===== src/assert_macros.svh =====
// Assertion macros shared by the encoder modules.
`ifndef ASSERT_MACROS_SVH
`define ASSERT_MACROS_SVH

// Clocked assertion, disabled while reset is asserted.
`define MTEE_ASSERT(label, clk, rst_n, prop, msg) \
  label: assert property (@(posedge clk) disable iff (!rst_n) (prop)) else $error(msg);

// Clocked assertion that also holds during reset.
`define MTEE_ASSERT_ALWAYS(label, clk, prop, msg) \
  label: assert property (@(posedge clk) (prop)) else $error(msg);

`endif


===== src/mtee_pkg.sv =====
// Types, constants and byte codes for the track event encoder.
package mtee_pkg;

  // Field widths
  localparam int TickW    = 28;
  localparam int ChanW    = 4;
  localparam int NoteW    = 7;
  localparam int ValueW   = 7;
  localparam int CmdW     = 3;
  localparam int TempoW   = 24;
  localparam int CfgDataW = 24;
  localparam int CfgIdxW  = 2;

  // Delta time encoding
  localparam int DELTA_BYTES_MAX = 4;
  localparam int DeltaBits = 7 * DELTA_BYTES_MAX;
  localparam logic [TickW-1:0] DeltaLimit = TickW'((64'd1 << DeltaBits) - 64'd1);

  // Event frame sizing
  localparam int MaxBytes = 8;
  localparam int IdxW     = $clog2(MaxBytes);
  localparam int CountW   = $clog2(MaxBytes + 1);
  localparam int TailMax  = 3;
  localparam int TailIdxW = $clog2(TailMax);

  // Queue between front and back
  localparam int FifoDepth = 2;
  localparam int FifoPtrW  = (FifoDepth > 1) ? $clog2(FifoDepth) : 1;
  localparam int FifoCntW  = $clog2(FifoDepth + 1);

  // Register indexes
  localparam logic [CfgIdxW-1:0] CFG_TEMPO     = 2'd0;
  localparam logic [CfgIdxW-1:0] CFG_BEATS     = 2'd1;
  localparam logic [CfgIdxW-1:0] CFG_BEAT_UNIT = 2'd2;

  // Reset values
  localparam logic [TempoW-1:0] TempoReset    = 24'd500000;
  localparam logic [7:0]        BeatsReset    = 8'd4;
  localparam logic [7:0]        BeatUnitReset = 8'd4;

  // Event commands
  typedef enum logic [CmdW-1:0] {
    CMD_NOTE_ON  = 3'd0,
    CMD_NOTE_OFF = 3'd1,
    CMD_PROGRAM  = 3'd2,
    CMD_EOT      = 3'd3,
    CMD_TEMPO    = 3'd4,
    CMD_TIMESIG  = 3'd5
  } cmd_e;

  // Track byte codes
  localparam logic [7:0] ST_NOTE_ON   = 8'h90;
  localparam logic [7:0] ST_NOTE_OFF  = 8'h80;
  localparam logic [7:0] ST_PROGRAM   = 8'hC0;
  localparam logic [7:0] REL_VELOCITY = 8'h40;
  localparam logic [7:0] META_PREFIX  = 8'hFF;
  localparam logic [7:0] META_TEMPO   = 8'h51;
  localparam logic [7:0] META_TIMESIG = 8'h58;
  localparam logic [7:0] META_EOT     = 8'h2F;
  localparam logic [7:0] TEMPO_LEN    = 8'h03;
  localparam logic [7:0] TIMESIG_LEN  = 8'h04;
  localparam logic [7:0] EOT_LEN      = 8'h00;
  localparam logic [7:0] ZERO_DELTA   = 8'h00;
  localparam logic [7:0] CLOCKS_CLICK = 8'h18;
  localparam logic [7:0] NOTATED_32ND = 8'h08;

  // One encoded event: bytes in send order, slot 0 first
  typedef struct packed {
    logic [MaxBytes-1:0][7:0] bytes;
    logic [CountW-1:0]        count;
  } frame_t;

  // Queue status seen by both sides
  typedef struct packed {
    logic full;
    logic empty;
  } fifo_stat_t;

endpackage


===== src/mtee_if.sv =====
// Input and output channel interfaces of the encoder.
interface mtee_in_if;
  logic                        valid;
  logic                        ready;
  logic [mtee_pkg::CmdW-1:0]   cmd;
  logic [mtee_pkg::TickW-1:0]  tick;
  logic [mtee_pkg::ChanW-1:0]  channel;
  logic [mtee_pkg::NoteW-1:0]  note;
  logic [mtee_pkg::ValueW-1:0] value;

  modport source (output valid, cmd, tick, channel, note, value, input ready);
  modport sink   (input valid, cmd, tick, channel, note, value, output ready);
endinterface

interface mtee_out_if;
  logic       valid;
  logic       ready;
  logic [7:0] out_byte;
  logic       last_byte;

  modport source (output valid, out_byte, last_byte, input ready);
  modport sink   (input valid, out_byte, last_byte, output ready);
endinterface


===== src/mtee_fifo.sv =====
// Short frame queue between the classifier and the byte serializer.
`include "assert_macros.svh"

module mtee_fifo (
  input  logic                 clk_i,
  input  logic                 rst_ni,
  input  logic                 push_i,
  input  mtee_pkg::frame_t     frame_i,
  input  logic                 pop_i,
  output mtee_pkg::frame_t     frame_o,
  output mtee_pkg::fifo_stat_t stat_o
);

  mtee_pkg::frame_t                   mem_q [mtee_pkg::FifoDepth];
  logic [mtee_pkg::FifoPtrW-1:0]      wr_ptr_q, wr_ptr_d;
  logic [mtee_pkg::FifoPtrW-1:0]      rd_ptr_q, rd_ptr_d;
  logic [mtee_pkg::FifoCntW-1:0]      cnt_q, cnt_d;

  localparam logic [mtee_pkg::FifoPtrW-1:0] PtrLast =
    mtee_pkg::FifoPtrW'(mtee_pkg::FifoDepth - 1);
  localparam logic [mtee_pkg::FifoCntW-1:0] CntFull =
    mtee_pkg::FifoCntW'(mtee_pkg::FifoDepth);

  assign stat_o.full  = (cnt_q == CntFull);
  assign stat_o.empty = (cnt_q == '0);
  assign frame_o      = mem_q[rd_ptr_q];

  // Pointer and fill count update
  always_comb begin
    wr_ptr_d = wr_ptr_q;
    rd_ptr_d = rd_ptr_q;
    cnt_d    = cnt_q;
    if (push_i) begin
      wr_ptr_d = (wr_ptr_q == PtrLast) ? '0 : wr_ptr_q + 1'b1;
    end
    if (pop_i) begin
      rd_ptr_d = (rd_ptr_q == PtrLast) ? '0 : rd_ptr_q + 1'b1;
    end
    if (push_i && !pop_i) begin
      cnt_d = cnt_q + 1'b1;
    end else if (!push_i && pop_i) begin
      cnt_d = cnt_q - 1'b1;
    end
  end

  always_ff @(posedge clk_i or negedge rst_ni) begin
    if (!rst_ni) begin
      wr_ptr_q <= '0;
      rd_ptr_q <= '0;
      cnt_q    <= '0;
    end else begin
      wr_ptr_q <= wr_ptr_d;
      rd_ptr_q <= rd_ptr_d;
      cnt_q    <= cnt_d;
    end
  end

  // Storage, no reset needed
  always_ff @(posedge clk_i) begin
    if (push_i) begin
      mem_q[wr_ptr_q] <= frame_i;
    end
  end

  `MTEE_ASSERT(a_no_push_full, clk_i, rst_ni, push_i |-> !stat_o.full, "push into full queue")
  `MTEE_ASSERT(a_no_pop_empty, clk_i, rst_ni, pop_i |-> !stat_o.empty, "pop from empty queue")
  `MTEE_ASSERT_ALWAYS(a_cnt_range, clk_i, cnt_q <= CntFull, "queue count out of range")

endmodule


===== src/mtee_front.sv =====
// Front end: accepts events, tracks time, builds the byte frame of each event.
module mtee_front (
  input  logic                              clk_i,
  input  logic                              rst_ni,
  input  logic                              cfg_we_i,
  input  logic [mtee_pkg::CfgIdxW-1:0]      cfg_idx_i,
  input  logic [mtee_pkg::CfgDataW-1:0]     cfg_data_i,
  mtee_in_if.sink                           in_i,
  input  mtee_pkg::fifo_stat_t              stat_i,
  output logic                              push_o,
  output mtee_pkg::frame_t                  frame_o
);

  logic [mtee_pkg::TempoW-1:0] tempo_q;
  logic [7:0]                  beats_q;
  logic [7:0]                  beat_unit_q;
  logic [mtee_pkg::TickW-1:0]  prev_tick_q, prev_tick_d;

  logic                        accept;
  logic                        cmd_ok;
  logic [mtee_pkg::TickW-1:0]  delta_raw, delta_sat, delta_sh;
  logic [mtee_pkg::CountW-1:0] groups, gi, kk, ti, tail_n;
  logic [mtee_pkg::TailMax-1:0][7:0] tail;
  logic [2:0]                  log2_unit;
  logic [7:0]                  chan_byte;

  // Configuration registers
  always_ff @(posedge clk_i or negedge rst_ni) begin
    if (!rst_ni) begin
      tempo_q     <= mtee_pkg::TempoReset;
      beats_q     <= mtee_pkg::BeatsReset;
      beat_unit_q <= mtee_pkg::BeatUnitReset;
    end else if (cfg_we_i) begin
      case (cfg_idx_i)
        mtee_pkg::CFG_TEMPO:     tempo_q     <= cfg_data_i[mtee_pkg::TempoW-1:0];
        mtee_pkg::CFG_BEATS:     beats_q     <= cfg_data_i[7:0];
        mtee_pkg::CFG_BEAT_UNIT: beat_unit_q <= cfg_data_i[7:0];
        default: ;
      endcase
    end
  end

  // Handshake: events flow whenever the queue has room
  assign in_i.ready = !stat_i.full;
  assign accept     = in_i.valid && in_i.ready;
  assign cmd_ok     = (in_i.cmd <= mtee_pkg::CMD_TIMESIG);
  assign push_o     = accept && cmd_ok;

  // Delta time: clamp negative, saturate to the encodable range
  assign delta_raw = (in_i.tick >= prev_tick_q) ? in_i.tick - prev_tick_q : '0;
  assign delta_sat = (delta_raw > mtee_pkg::DeltaLimit) ? mtee_pkg::DeltaLimit : delta_raw;

  // Number of seven-bit groups in the delta
  always_comb begin
    groups = mtee_pkg::CountW'(1);
    for (int g = 1; g < mtee_pkg::DELTA_BYTES_MAX; g++) begin
      if ((delta_sat >> (7 * g)) != '0) begin
        groups = mtee_pkg::CountW'(g + 1);
      end
    end
  end

  // floor(log2) of the beat unit; zero and one give zero
  always_comb begin
    log2_unit = '0;
    for (int i = 1; i < 8; i++) begin
      if (beat_unit_q[i]) begin
        log2_unit = 3'(i);
      end
    end
  end

  // Status and data bytes that follow the delta of a channel event
  always_comb begin
    tail   = '0;
    tail_n = '0;
    chan_byte = {4'h0, in_i.channel};
    unique case (in_i.cmd)
      mtee_pkg::CMD_NOTE_ON: begin
        tail[0] = mtee_pkg::ST_NOTE_ON | chan_byte;
        tail[1] = {1'b0, in_i.note};
        tail[2] = {1'b0, in_i.value};
        tail_n  = mtee_pkg::CountW'(3);
      end
      mtee_pkg::CMD_NOTE_OFF: begin
        tail[0] = mtee_pkg::ST_NOTE_OFF | chan_byte;
        tail[1] = {1'b0, in_i.note};
        tail[2] = mtee_pkg::REL_VELOCITY;
        tail_n  = mtee_pkg::CountW'(3);
      end
      mtee_pkg::CMD_PROGRAM: begin
        tail[0] = mtee_pkg::ST_PROGRAM | chan_byte;
        tail[1] = {1'b0, in_i.value};
        tail_n  = mtee_pkg::CountW'(2);
      end
      default: ;
    endcase
  end

  // Frame assembly
  always_comb begin
    frame_o  = '0;
    gi       = '0;
    kk       = '0;
    ti       = '0;
    delta_sh = '0;
    unique case (in_i.cmd) inside
      mtee_pkg::CMD_NOTE_ON, mtee_pkg::CMD_NOTE_OFF, mtee_pkg::CMD_PROGRAM: begin
        // delta groups most significant first, then the tail bytes
        for (int k = 0; k < mtee_pkg::MaxBytes; k++) begin
          kk = mtee_pkg::CountW'(k);
          if (kk < groups) begin
            gi       = groups - mtee_pkg::CountW'(1) - kk;
            delta_sh = delta_sat >> (7 * gi);
            frame_o.bytes[k] = {(gi != '0), delta_sh[6:0]};
          end else begin
            ti = kk - groups;
            if (ti < mtee_pkg::CountW'(mtee_pkg::TailMax)) begin
              frame_o.bytes[k] = tail[ti[mtee_pkg::TailIdxW-1:0]];
            end
          end
        end
        frame_o.count = groups + tail_n;
      end
      mtee_pkg::CMD_EOT: begin
        frame_o.bytes[0] = mtee_pkg::ZERO_DELTA;
        frame_o.bytes[1] = mtee_pkg::META_PREFIX;
        frame_o.bytes[2] = mtee_pkg::META_EOT;
        frame_o.bytes[3] = mtee_pkg::EOT_LEN;
        frame_o.count    = mtee_pkg::CountW'(4);
      end
      mtee_pkg::CMD_TEMPO: begin
        frame_o.bytes[0] = mtee_pkg::ZERO_DELTA;
        frame_o.bytes[1] = mtee_pkg::META_PREFIX;
        frame_o.bytes[2] = mtee_pkg::META_TEMPO;
        frame_o.bytes[3] = mtee_pkg::TEMPO_LEN;
        frame_o.bytes[4] = tempo_q[23:16];
        frame_o.bytes[5] = tempo_q[15:8];
        frame_o.bytes[6] = tempo_q[7:0];
        frame_o.count    = mtee_pkg::CountW'(7);
      end
      mtee_pkg::CMD_TIMESIG: begin
        frame_o.bytes[0] = mtee_pkg::ZERO_DELTA;
        frame_o.bytes[1] = mtee_pkg::META_PREFIX;
        frame_o.bytes[2] = mtee_pkg::META_TIMESIG;
        frame_o.bytes[3] = mtee_pkg::TIMESIG_LEN;
        frame_o.bytes[4] = beats_q;
        frame_o.bytes[5] = {5'b0, log2_unit};
        frame_o.bytes[6] = mtee_pkg::CLOCKS_CLICK;
        frame_o.bytes[7] = mtee_pkg::NOTATED_32ND;
        frame_o.count    = mtee_pkg::CountW'(8);
      end
      default: ;
    endcase
  end

  // Previous tick: channel events set it, end of track clears it
  always_comb begin
    prev_tick_d = prev_tick_q;
    if (accept) begin
      case (in_i.cmd) inside
        mtee_pkg::CMD_NOTE_ON, mtee_pkg::CMD_NOTE_OFF, mtee_pkg::CMD_PROGRAM:
          prev_tick_d = in_i.tick;
        mtee_pkg::CMD_EOT:
          prev_tick_d = '0;
        default: ;
      endcase
    end
  end

  always_ff @(posedge clk_i or negedge rst_ni) begin
    if (!rst_ni) begin
      prev_tick_q <= '0;
    end else begin
      prev_tick_q <= prev_tick_d;
    end
  end

endmodule


===== src/mtee_back.sv =====
// Back end: sends the bytes of each queued frame, one per cycle while the output is ready.
`include "assert_macros.svh"

module mtee_back (
  input  logic                 clk_i,
  input  logic                 rst_ni,
  input  mtee_pkg::frame_t     frame_i,
  input  mtee_pkg::fifo_stat_t stat_i,
  output logic                 pop_o,
  mtee_out_if.source           out_o
);

  mtee_pkg::frame_t              cur_q;
  logic                          cur_valid_q, cur_valid_d;
  logic [mtee_pkg::IdxW-1:0]     idx_q, idx_d;
  logic                          is_last;
  logic                          out_acc;

  // Output straight from the frame register
  assign is_last         = (mtee_pkg::CountW'(idx_q) + mtee_pkg::CountW'(1)) == cur_q.count;
  assign out_o.valid     = cur_valid_q;
  assign out_o.out_byte  = cur_q.bytes[idx_q];
  assign out_o.last_byte = is_last;
  assign out_acc         = out_o.valid && out_o.ready;

  // Load the next frame when idle or when the final byte leaves
  assign pop_o = !stat_i.empty && (!cur_valid_q || (out_acc && is_last));

  always_comb begin
    cur_valid_d = cur_valid_q;
    idx_d       = idx_q;
    if (pop_o) begin
      cur_valid_d = 1'b1;
      idx_d       = '0;
    end else if (out_acc) begin
      if (is_last) begin
        cur_valid_d = 1'b0;
      end else begin
        idx_d = idx_q + 1'b1;
      end
    end
  end

  always_ff @(posedge clk_i or negedge rst_ni) begin
    if (!rst_ni) begin
      cur_valid_q <= 1'b0;
      idx_q       <= '0;
    end else begin
      cur_valid_q <= cur_valid_d;
      idx_q       <= idx_d;
    end
  end

  always_ff @(posedge clk_i) begin
    if (pop_o) begin
      cur_q <= frame_i;
    end
  end

  `MTEE_ASSERT(a_idx_in_frame, clk_i, rst_ni, cur_valid_q |-> (mtee_pkg::CountW'(idx_q) < cur_q.count), "byte index past frame end")
  `MTEE_ASSERT(a_mid_frame_stays, clk_i, rst_ni, (out_acc && !is_last) |=> cur_valid_q, "frame dropped before its last byte")
  `MTEE_ASSERT(a_idx_steps, clk_i, rst_ni, (out_acc && !is_last) |=> (idx_q == $past(idx_q) + 1'b1), "byte index skipped")

endmodule


===== src/midi_track_event_encoder_top.sv =====
// Top level of the track event encoder: classifier, frame queue, byte serializer.
//
//   channel  dir  payload                                  handshake
//   in_i     in   cmd, tick, channel, note, value          valid/ready
//   out_o    out  out_byte, last_byte                      valid/ready
//   cfg_*    in   cfg_idx_i, cfg_data_i (24 bit)           cfg_we_i, no wait
//
// Input takes one event per cycle while the two-entry frame queue has room.
// Output sends one byte per cycle while the receiver is ready, 3 to 8 bytes per
// defined command and none for unused codes; the single byte port of the
// serializer limits the sustained event rate. Each event passes the frame queue
// and then the frame register before its first byte is offered. Reset gives
// previous tick 0 and the register reset values; a stalled output holds its byte
// and the queue absorbs input.
module midi_track_event_encoder_top (
  input  logic                          clk_i,
  input  logic                          rst_ni,
  input  logic                          cfg_we_i,
  input  logic [mtee_pkg::CfgIdxW-1:0]  cfg_idx_i,
  input  logic [mtee_pkg::CfgDataW-1:0] cfg_data_i,
  mtee_in_if.sink                       in_i,
  mtee_out_if.source                    out_o
);

  logic                 push;
  logic                 pop;
  mtee_pkg::frame_t     frame_in;
  mtee_pkg::frame_t     frame_out;
  mtee_pkg::fifo_stat_t stat;

  mtee_front u_front (
    .clk_i      (clk_i),
    .rst_ni     (rst_ni),
    .cfg_we_i   (cfg_we_i),
    .cfg_idx_i  (cfg_idx_i),
    .cfg_data_i (cfg_data_i),
    .in_i       (in_i),
    .stat_i     (stat),
    .push_o     (push),
    .frame_o    (frame_in)
  );

  mtee_fifo u_fifo (
    .clk_i   (clk_i),
    .rst_ni  (rst_ni),
    .push_i  (push),
    .frame_i (frame_in),
    .pop_i   (pop),
    .frame_o (frame_out),
    .stat_o  (stat)
  );

  mtee_back u_back (
    .clk_i   (clk_i),
    .rst_ni  (rst_ni),
    .frame_i (frame_out),
    .stat_i  (stat),
    .pop_o   (pop),
    .out_o   (out_o)
  );

endmodule


===== src/flat_wrapper.sv =====
// flat-port wrapper written by rule: the top's interface ports become plain ports
module midi_track_event_encoder_top_flat 
  (clk_i, rst_ni, cfg_we_i, cfg_idx_i, cfg_data_i, in_i_valid, in_i_cmd, in_i_tick, in_i_channel, in_i_note, in_i_value, in_i_ready, out_o_valid, out_o_out_byte, out_o_last_byte, out_o_ready);
  mtee_in_if in_i_i ();
  mtee_out_if out_o_i ();
  input  logic clk_i;
  input  logic rst_ni;
  input  logic cfg_we_i;
  input  logic [mtee_pkg::CfgIdxW-1:0] cfg_idx_i;
  input  logic [mtee_pkg::CfgDataW-1:0] cfg_data_i;
  input wire logic [$bits(in_i_i.valid)-1:0] in_i_valid;
  input wire logic [$bits(in_i_i.cmd)-1:0] in_i_cmd;
  input wire logic [$bits(in_i_i.tick)-1:0] in_i_tick;
  input wire logic [$bits(in_i_i.channel)-1:0] in_i_channel;
  input wire logic [$bits(in_i_i.note)-1:0] in_i_note;
  input wire logic [$bits(in_i_i.value)-1:0] in_i_value;
  output wire logic [$bits(in_i_i.ready)-1:0] in_i_ready;
  output wire logic [$bits(out_o_i.valid)-1:0] out_o_valid;
  output wire logic [$bits(out_o_i.out_byte)-1:0] out_o_out_byte;
  output wire logic [$bits(out_o_i.last_byte)-1:0] out_o_last_byte;
  input wire logic [$bits(out_o_i.ready)-1:0] out_o_ready;
  assign in_i_i.valid = in_i_valid;
  assign in_i_i.cmd = in_i_cmd;
  assign in_i_i.tick = in_i_tick;
  assign in_i_i.channel = in_i_channel;
  assign in_i_i.note = in_i_note;
  assign in_i_i.value = in_i_value;
  assign in_i_ready = in_i_i.ready;
  assign out_o_valid = out_o_i.valid;
  assign out_o_out_byte = out_o_i.out_byte;
  assign out_o_last_byte = out_o_i.last_byte;
  assign out_o_i.ready = out_o_ready;
  midi_track_event_encoder_top u_core (.clk_i(clk_i), .rst_ni(rst_ni), .cfg_we_i(cfg_we_i), .cfg_idx_i(cfg_idx_i), .cfg_data_i(cfg_data_i), .in_i(in_i_i), .out_o(out_o_i));
endmodule

===== config.mk =====
export PLATFORM = sky130hd
export DESIGN_NAME = midi_track_event_encoder_top_flat
export DESIGN_NICKNAME = d
export VERILOG_FILES = /design/src/mtee_pkg.sv /design/src/mtee_if.sv /design/src/mtee_fifo.sv /design/src/mtee_front.sv /design/src/mtee_back.sv /design/src/midi_track_event_encoder_top.sv /design/src/flat_wrapper.sv
export VERILOG_INCLUDE_DIRS = /design/src /design/src/src
export SDC_FILE = /design/constraint.sdc
export NUM_CORES = 1
export LEC_CHECK = 0
export BUFFER_PORTS_ARGS = -buffer_cell sky130_fd_sc_hd__buf_4
export CORE_MARGIN = 3
export CORE_UTILIZATION = 60
export CTS_BUF_LIST = sky130_fd_sc_hd__clkbuf_8
export DETAILED_ROUTE_END_ITERATION = 12
export PLACE_DENSITY = 0.78
export SYNTH_ARGS = -nofsm -noshare
export SYNTH_HDL_FRONTEND = slang
export SYNTH_HIERARCHICAL = 1
export SYNTH_SLANG_ARGS = --single-unit
export TNS_END_PERCENT = 50

===== constraint.sdc =====
create_clock -name clk_i -period 7.9 [get_ports clk_i]
set_input_delay 0.79 -clock clk_i [delete_from_list [all_inputs] [get_ports clk_i]]
set_output_delay 0.79 -clock clk_i [all_outputs]
set_load 0.02 [all_outputs]

==> impl_summary.md, run 1 <==
Outcome
The run finished with clean final reports.

Placement
The HPWL after detailed placement is 27.17 mm. The number of buffers inserted by port buffering is 90. The instance area at placement is 0.01561 mm2.

The congestion estimate from routability-driven global placement came to 0.9421.

Final layout
The repair_antennas step left the layout with diodes totalling 0. In the final layout, the share of cells above drive strength 1 is 26.09%. The area added between synthesis and finish is 11.98%. The count of nets after finishing is 1404.

The finished cells cover 0.01649 mm2.

Drt
The detailed router's first-iteration violation count is 953. The first detailed-routing pass ran for 8 iterations. The post-route antenna net violation count is 0. The mean routed wirelength per cell is 22.80 um. The routed layout has 10390 vias. The post-route DRC violation count is 0. The detailed-route wire length is 37.50 mm.

The via density per instance is 6.319.

Flow run
The number of max-cap violations is 0.

Worst setup path
The setup check on the worst reg-to-reg path leaves a slack of 2.61 ns. The critical path data arrival time is 5.59 ns. The end of the worst register-to-register path is u_core/u_fifo/mem_q[1][16]. The required time at the worst-slack endpoint is 8.20 ns.

The maximum fanout count along the critical path is 25. The worst register-to-register path begins at u_core/u_front/prev_tick_q[8]. The worst setup path is launched from a flip-flop. The critical path in this run is classified as reg2reg. The depth of the worst register-to-register path is 15. The type of destination of the critical path is a flip-flop.

Synth
By area the synthesized netlist is led by sky130_fd_sc_hd__edfxtp_1 (42%), sky130_fd_sc_hd__dfrtp_1 (11%), sky130_fd_sc_hd__mux2_2 (7.6%), sky130_fd_sc_hd__ha_1 (2.9%), sky130_fd_sc_hd__nand2_1 (2.7%). The largest total area in the synthesized netlist belongs to sky130_fd_sc_hd__edfxtp_1. Among all flip-flop cells after synthesis, the most frequent one is sky130_fd_sc_hd__edfxtp_1.

The area share of the leading cell type in the synthesized netlist is 41.60%. The gate count of the mapped netlist is 1197. When the netlist entered floorplanning its net count stood at 1313. During synthesis, Yosys emitted a total of 6 warnings. The number of enable-type register cells in the synthesized netlist is 204. The synthesized netlist occupies a cell area of 0.01473 mm2. The average instance in the mapped netlist occupies 12.30 um2. Ranked by instance count, the synthesized netlist is headed by sky130_fd_sc_hd__edfxtp_1 (204), sky130_fd_sc_hd__nand2_1 (107), sky130_fd_sc_hd__mux2_2 (100). The synthesized design contains 279 register bits.

The part of the Yosys area used for sequential elements is 54.42%. The fraction of synthesis flops using an asynchronous set or reset pin is 26.88%. Yosys instantiated no cell more often than sky130_fd_sc_hd__edfxtp_1. The count of different cell masters after synthesis is 100.

Global routing
For this run, global-route usage on met3 was measured as 4.730%. The total routing usage reported by global routing is 28.43%. The number of global-route vias before repair is 10160. The first global-routing pass estimated 58.19 mm of wire. Global routing used 43.65% of the available met2 tracks.

The routing usage on met1 is 42.43%. The total congestion overflow is 0. The number of antenna violations at the first check in global routing was 0. The largest net degree at the start of global routing is 70.

In this run the most used layer during global routing was met2.

Power and ir drop
The leakage power is 6.347 nW. Dividing total power by cell area gives a power density of 373.2 mW/mm2. The worst-case IR drop observed on VDD is 0.3583 mV.

Floorplanning
The floorplan core area is 0.02382 mm2. The die is 162.7 um tall. The horizontal extent of the die is 162.7 um. 91 I/O pins were placed. The floorplan step defined a die boundary enclosing 0.02646 mm2. Once the floorplan was initialized, standard cells occupied 61.81% of the core. The number of placement rows is 56.

CTS
The TritonCTS clock tree is yes. In this run the deepest clock path goes through 3 buffers. Clock-pin slew was measured on the worst setup and hold paths at 0.06 ns.

The total of cells resized after clock tree synthesis is 0. CTS built an H-tree with a depth of 2. Buffers inserted during clock tree synthesis total 46.

The insertion delay to the later sink of the worst-skew pair is 0.59 ns. The clock tree root driver cell is sky130_fd_sc_hd__clkbuf_8. The clock net in this run drives a total of 279 sinks.

In this run the post-CTS setup repair buffer count came out at 0. The number of buffers added to fix hold violations after cts is 0.

Hold path
The worst min-delay path class is in2async.

STA
Static timing analysis puts the maximum clock frequency at 0.1889 GHz. For the finished layout, the period the worst path requires is 5.294 ns. The final count of hold timing violations is 0. Headroom to the max-slew limit came out at 20.97%.

The total of endpoints with negative setup slack in the final report is 0. The max-slew violation count was 0. The clock arrives with 0.04311 ns of skew. At the pin with the least slew margin, the transition time is 1.184 ns. The accumulated negative setup slack is 0 ns. Setup repair after global routing left no endpoint under its margin. The final critical path takes up 67.01% of the cycle.
## worst max-delay path: stages (launching register included)
cell,delay (ns)
sky130_fd_sc_hd__dfrtp_1,0.34
sky130_fd_sc_hd__inv_1,0.04
sky130_fd_sc_hd__ha_1,0.37
sky130_fd_sc_hd__and3_1,0.26
sky130_fd_sc_hd__nand4_2,0.22
sky130_fd_sc_hd__a211oi_1,0.45
sky130_fd_sc_hd__o211ai_1,0.16
sky130_fd_sc_hd__a211oi_1,0.44
sky130_fd_sc_hd__nor3_2,0.15
sky130_fd_sc_hd__a31oi_2,0.52
sky130_fd_sc_hd__clkinv_2,0.50
sky130_fd_sc_hd__nand2_4,0.44
sky130_fd_sc_hd__inv_6,0.18
sky130_fd_sc_hd__a211oi_2,0.42
sky130_fd_sc_hd__nand2_1,0.09
sky130_fd_sc_hd__a31oi_1,0.40
## layout by cell type (no fill, tap or decap), types with 20 or more instances in the layout
cell                       instances
sky130_fd_sc_hd__edfxtp_1        204
sky130_fd_sc_hd__ha_1             34
sky130_fd_sc_hd__buf_4           102
sky130_fd_sc_hd__inv_1            63
sky130_fd_sc_hd__mux2_2          100
sky130_fd_sc_hd__o21ai_0          43
sky130_fd_sc_hd__a21oi_1          63
sky130_fd_sc_hd__a22o_1           29
sky130_fd_sc_hd__dfrtp_1          65
sky130_fd_sc_hd__nor2_1           61
sky130_fd_sc_hd__nand3_1          20
sky130_fd_sc_hd__nand2_1         107
sky130_fd_sc_hd__clkbuf_8         49
## routing by layer
metal	vias to the layer above	part of all wire, %
met2	429	46
met1	5145	45
met3	55	7.1
met4	0	2.1
met5	-	0
li1	4765	-
## metrics by stage
stage	instances	hold WS (ns)	setup WS, ns	utilization [%]	power (mW)
after CTS	1645	0.04941	2.727	69.22	6.128
after floorplan	1197	0.4555	1.829	-	4.196
after global placement	1559	0.4758	2.347	65.51	4.882
final	1645	0.07995	2.607	69.22	6.154
after global routing	1645	0.05295	2.194	69.22	6.477
after detailed placement	1559	0.4918	2.262	65.51	4.927
## layout make-up
type                       instances  area (um2)
timing repair buffer             102       765.7
inverter                          50       196.4
tap                              319       399.1
sequential                       279        8015
clock buffer                      49       674.4
clock inverter                    37       209.0
fill                            1733        7333
multi-input combinational        809        6230
## worst max-delay path by stage
stage / start / to / cells past startpoint
3_5_place_dp: in_i_tick[0] / u_core/u_fifo/mem_q[0][1] / 17
4_1_cts: u_core/u_front/prev_tick_q[16] / u_core/u_fifo/mem_q[1][2] / 17
3_3_place_gp: in_i_tick[16] / u_core/u_fifo/mem_q[0][2] / 17
6_report: u_core/u_front/prev_tick_q[8] / u_core/u_fifo/mem_q[1][16] / 15
2_1_floorplan: u_core/u_back/idx_q[0] / u_core/u_fifo/cnt_q[1] / 11
5_1_grt: u_core/u_front/prev_tick_q[8] / u_core/u_fifo/mem_q[0][2] / 17
## power by group
part	internal, mW	switching [mW]
combinational	1.06	1.74
clock	0.617	0.570
sequential	2.02	0.146
## sequential cells by signal (all words and copies together), names as in the netlist
name,cells
u_core/u_front/prev_tick_q,28
u_core/u_fifo/wr_ptr_q,1
u_core/u_fifo/cnt_q,2
u_core/u_fifo/mem_q,136
u_core/u_back/out_o.valid,1
u_core/u_fifo/rd_ptr_q,1
u_core/u_front/beat_unit_q,7
u_core/u_front/beats_q,8
u_core/u_front/tempo_q,24
u_core/u_back/idx_q,3
u_core/u_back/cur_q,68
## logic make-up after synthesis
| family | share of synthesized area (%) |
|---|---|
| adders and majority gates | 3.161 |
| AOI/OAI and AO/OA | 14.55 |
| xor gates and xnor gates | 1.190 |
| muxes | 12.86 |
| buffers and inverters | 3.458 |
| and+or+nand+nor | 10.37 |
| DFF | 54.42 |
No activity file was read; power rests on OpenSTA's default activity.
==> inputs of run 2 (changes only) <==
==> constraint.sdc (replaced) <==
create_clock -name clk_i -period 5.05 [get_ports clk_i]
set_input_delay 0.505 -clock clk_i [delete_from_list [all_inputs] [get_ports clk_i]]
set_output_delay 0.505 -clock clk_i [all_outputs]
set_load 0.02 [all_outputs]
==> impl_summary.md, run 2 (synthesis gave the netlist of run 1 again) <==
Floorplanning
The floorplan core area is 0.02382 mm2. The area of the die is 0.02646 mm2. The horizontal extent of the die is 162.7 um. The initial cell density of the core is 61.81%. In this run the core area contains 56 standard-cell rows.

The die is 162.7 um tall. Pin placement for this block handled 91 I/O pins.

CTS
The clock tree root driver cell is sky130_fd_sc_hd__clkbuf_8. After clock tree synthesis, the setup repair step added 0 buffers. Counting along the longest clock path gives a buffer depth of 3. The number of sinks handled by clock tree synthesis is 279. After clock tree synthesis, the clock-pin slew on the worst setup and hold paths is 0.07 ns. The number of buffers inserted during clock tree synthesis is 44. The number of buffers added to fix hold violations after cts is 0.

TritonCTS built the clock tree. Gates resized during post-CTS repair numbered 0. The number of H-tree levels is 2. The insertion delay to the later sink of the worst-skew pair is 0.58 ns.

STA
The accumulated negative setup slack is 0 ns. The share of the cycle needed by the critical path after routing is 91.78%. The slack of the critical path is 0.4151 ns. Clock skew on the completed layout was measured at 0.02709 ns.

The transition time at the pin with the least slew margin is 1.148 ns. The maximum frequency from static timing analysis is 0.2158 GHz. The post-route minimum period is 4.635 ns. Setup repair after global routing left no endpoint under its margin.

The worst slew slack as a fraction of its limit is 23.40%. The final count of hold timing violations came to 0. The max-slew violation count is 0. The total of endpoints with negative setup slack in the final report is 0.

Placement
The instance area at placement is 0.01574 mm2. At the end of routability-driven placement, the weighted congestion stood at 0.9386. Summed over all nets, the half-perimeter wirelength after detailed placement is 28.09 mm.

The number of placed instances, taps included, is 1572. At the placement stage, the worst setup path has a slack of 0.2621 ns. The number of buffers inserted by port buffering is 90.

Final layout
The area added between synthesis and finish is 12.83%. The non-filler instance count after layout is 1652. The share of post-route cells with drive strength above 1 is 26.41%.

The sequential cell area in the final layout is 0.008015 mm2. The most common cell after layout, fill and taps aside is sky130_fd_sc_hd__edfxtp_1. In the final layout, the multi-input gates occupy 0.006230 mm2. The number of antenna diodes in the final layout is 0. In the final layout, the registers with the most flip-flops are u_core/u_fifo/mem_q x136, u_core/u_back/cur_q x68, u_core/u_front/prev_tick_q x28.

Fill cells in the final layout number 1681. The register with the most flip-flops is u_core/u_fifo/mem_q. The number of flip-flops under the largest register name is 136.

The cell area after layout is 0.01661 mm2. After the last flow step, the layout net total stands at 1415. Leaving out fill and tap cells, the most frequent cells in the layout are sky130_fd_sc_hd__edfxtp_1 (204), sky130_fd_sc_hd__buf_4 (112), sky130_fd_sc_hd__nand2_1 (107).

Power and ir drop
The overall power is 9.770 mW. The worst-case IR drop observed on VDD is 0.4381 mV. Power spread over the standard cell area amounts to 588.0 mW/mm2.

The leakage power is 6.404 nW.

Worst setup path
The first element of the critical path is u_core/u_front/prev_tick_q[0]. STA classifies the critical path endpoint as a flip-flop. The startpoint identified for the worst register-to-register timing path is u_core/u_front/prev_tick_q[0].

The signal on the critical path passes through ha_1 -> fa_1 -> nand2b_1 -> a21o_1 -> a21oi_1 -> nor2_1 -> o211a_1 -> a211oi_2 -> and3_1 -> a21oi_4 -> nor2_1 -> nor3_1 -> a221o_1. Along the worst path, the maximum fanout reaches 10. On the worst path, the slowest cell contributes a delay of 0.64 ns. STA puts the critical path data arrival time at 4.94 ns.

The worst setup path is of the reg2reg kind. At the worst endpoint, the required time is 5.36 ns. The worst setup path is launched from a flip-flop. The cell that appears most often on the critical path is sky130_fd_sc_hd__nor2_1.

On the critical path, the stage with the largest delay is an instance of sky130_fd_sc_hd__nor2_1.

Drt
The vias after detailed routing is 10440. Once detail routing completed, the nets flagged for antenna violations numbered 0. In the routed design, unresolved DRC markers number 0. In the final routed layout, each cell accounts on average for 23.12 um. The detailed-route wire length is 38.19 mm.

Dividing the detail-routed via count by the number of cells gives 6.317. The detailed router's first-iteration violation count is 957. The first detailed-routing pass took 6 iterations.

Hold path
The worst min-delay path class is in2async.

Global routing
For this run the aggregate overflow at the end of global routing stands at 0. The number of global-route vias before repair is 10260. Entering global routing, the biggest net connects 76 pins.

The number of antenna violations at the first check in global routing is 0. The first global-routing pass estimated 59.16 mm of wire. Global routing used 29.06% of the available tracks across all layers.

Flow run
The number of max-cap violations is 0.

Outcome
The flow ran to the end, and the final reports show no timing, DRC or antenna violations.
-- run 2: changes by cell type in the layout (fill, tap and decap cells not counted), sizes merged --
cell / before / now
inv: 67 / 62
clkbuf: 49 / 50
clkinv: 15 / 17
clkinvlp: 4 / 0
buf: 102 / 115
-- run 2: metal layers --
metal | part of all wire, % | track usage [%]
met2 | 45 | 44.60
met5 | 0 | 0
met1 | 45 | 42.88
met3 | 7.1 | 5.137
met4 | 2.9 | 8.997
-- run 2: report_power, final --
part           internal (mW)  leakage, nW  switching [mW]
clock network          0.971        0.494           0.879
registers               3.15         2.78           0.297
logic                   1.75         3.13            2.71
total                   5.88         6.40            3.89
-- run 2: layout make-up --
cell class,instances,area share (%)
flip-flops and latches,279,48.24
multi-input cells,809,37.50
repair buffers,115,5.422
clock buffers,50,4.142
well taps,319,2.402
inverters,50,1.182
clock inverters,30,1.115
-- run 2: stage by stage --
stage	utilization (%)	hold WS [ns]
2_1_floorplan	-	0.2094
5_1_grt	69.74	0.1294
4_1_cts	69.74	0.09299
6_report	69.74	0.07257
3_5_place_dp	66.08	0.4859
3_3_place_gp	66.08	0.4731
-- run 2: path summary, 6_finish.rpt --
check	to	slack, ns	cells after the start
min reg2reg	u_core/u_fifo/cnt_q[1]	0.50	1
min	u_core/u_front/prev_tick_q[19]	0.07	1
min in group clk_i	u_core/u_front/prev_tick_q[23]	0.15	2
max in group asynchronous	u_core/u_fifo/rd_ptr_q	4.29	1
max reg2reg	u_core/u_fifo/mem_q[0][40]	0.42	13
max	u_core/u_fifo/mem_q[0][40]	0.42	13
-- run 2: critical path, delay by kind of cell (launching register included) --
family	cells	cell delay [ns]
AO/OA/AOI/OAI	6	1.88
adder cells (fa/ha/maj)	2	0.60
flip-flops	1	0.39
AND/OR/NAND/NOR	5	1.47
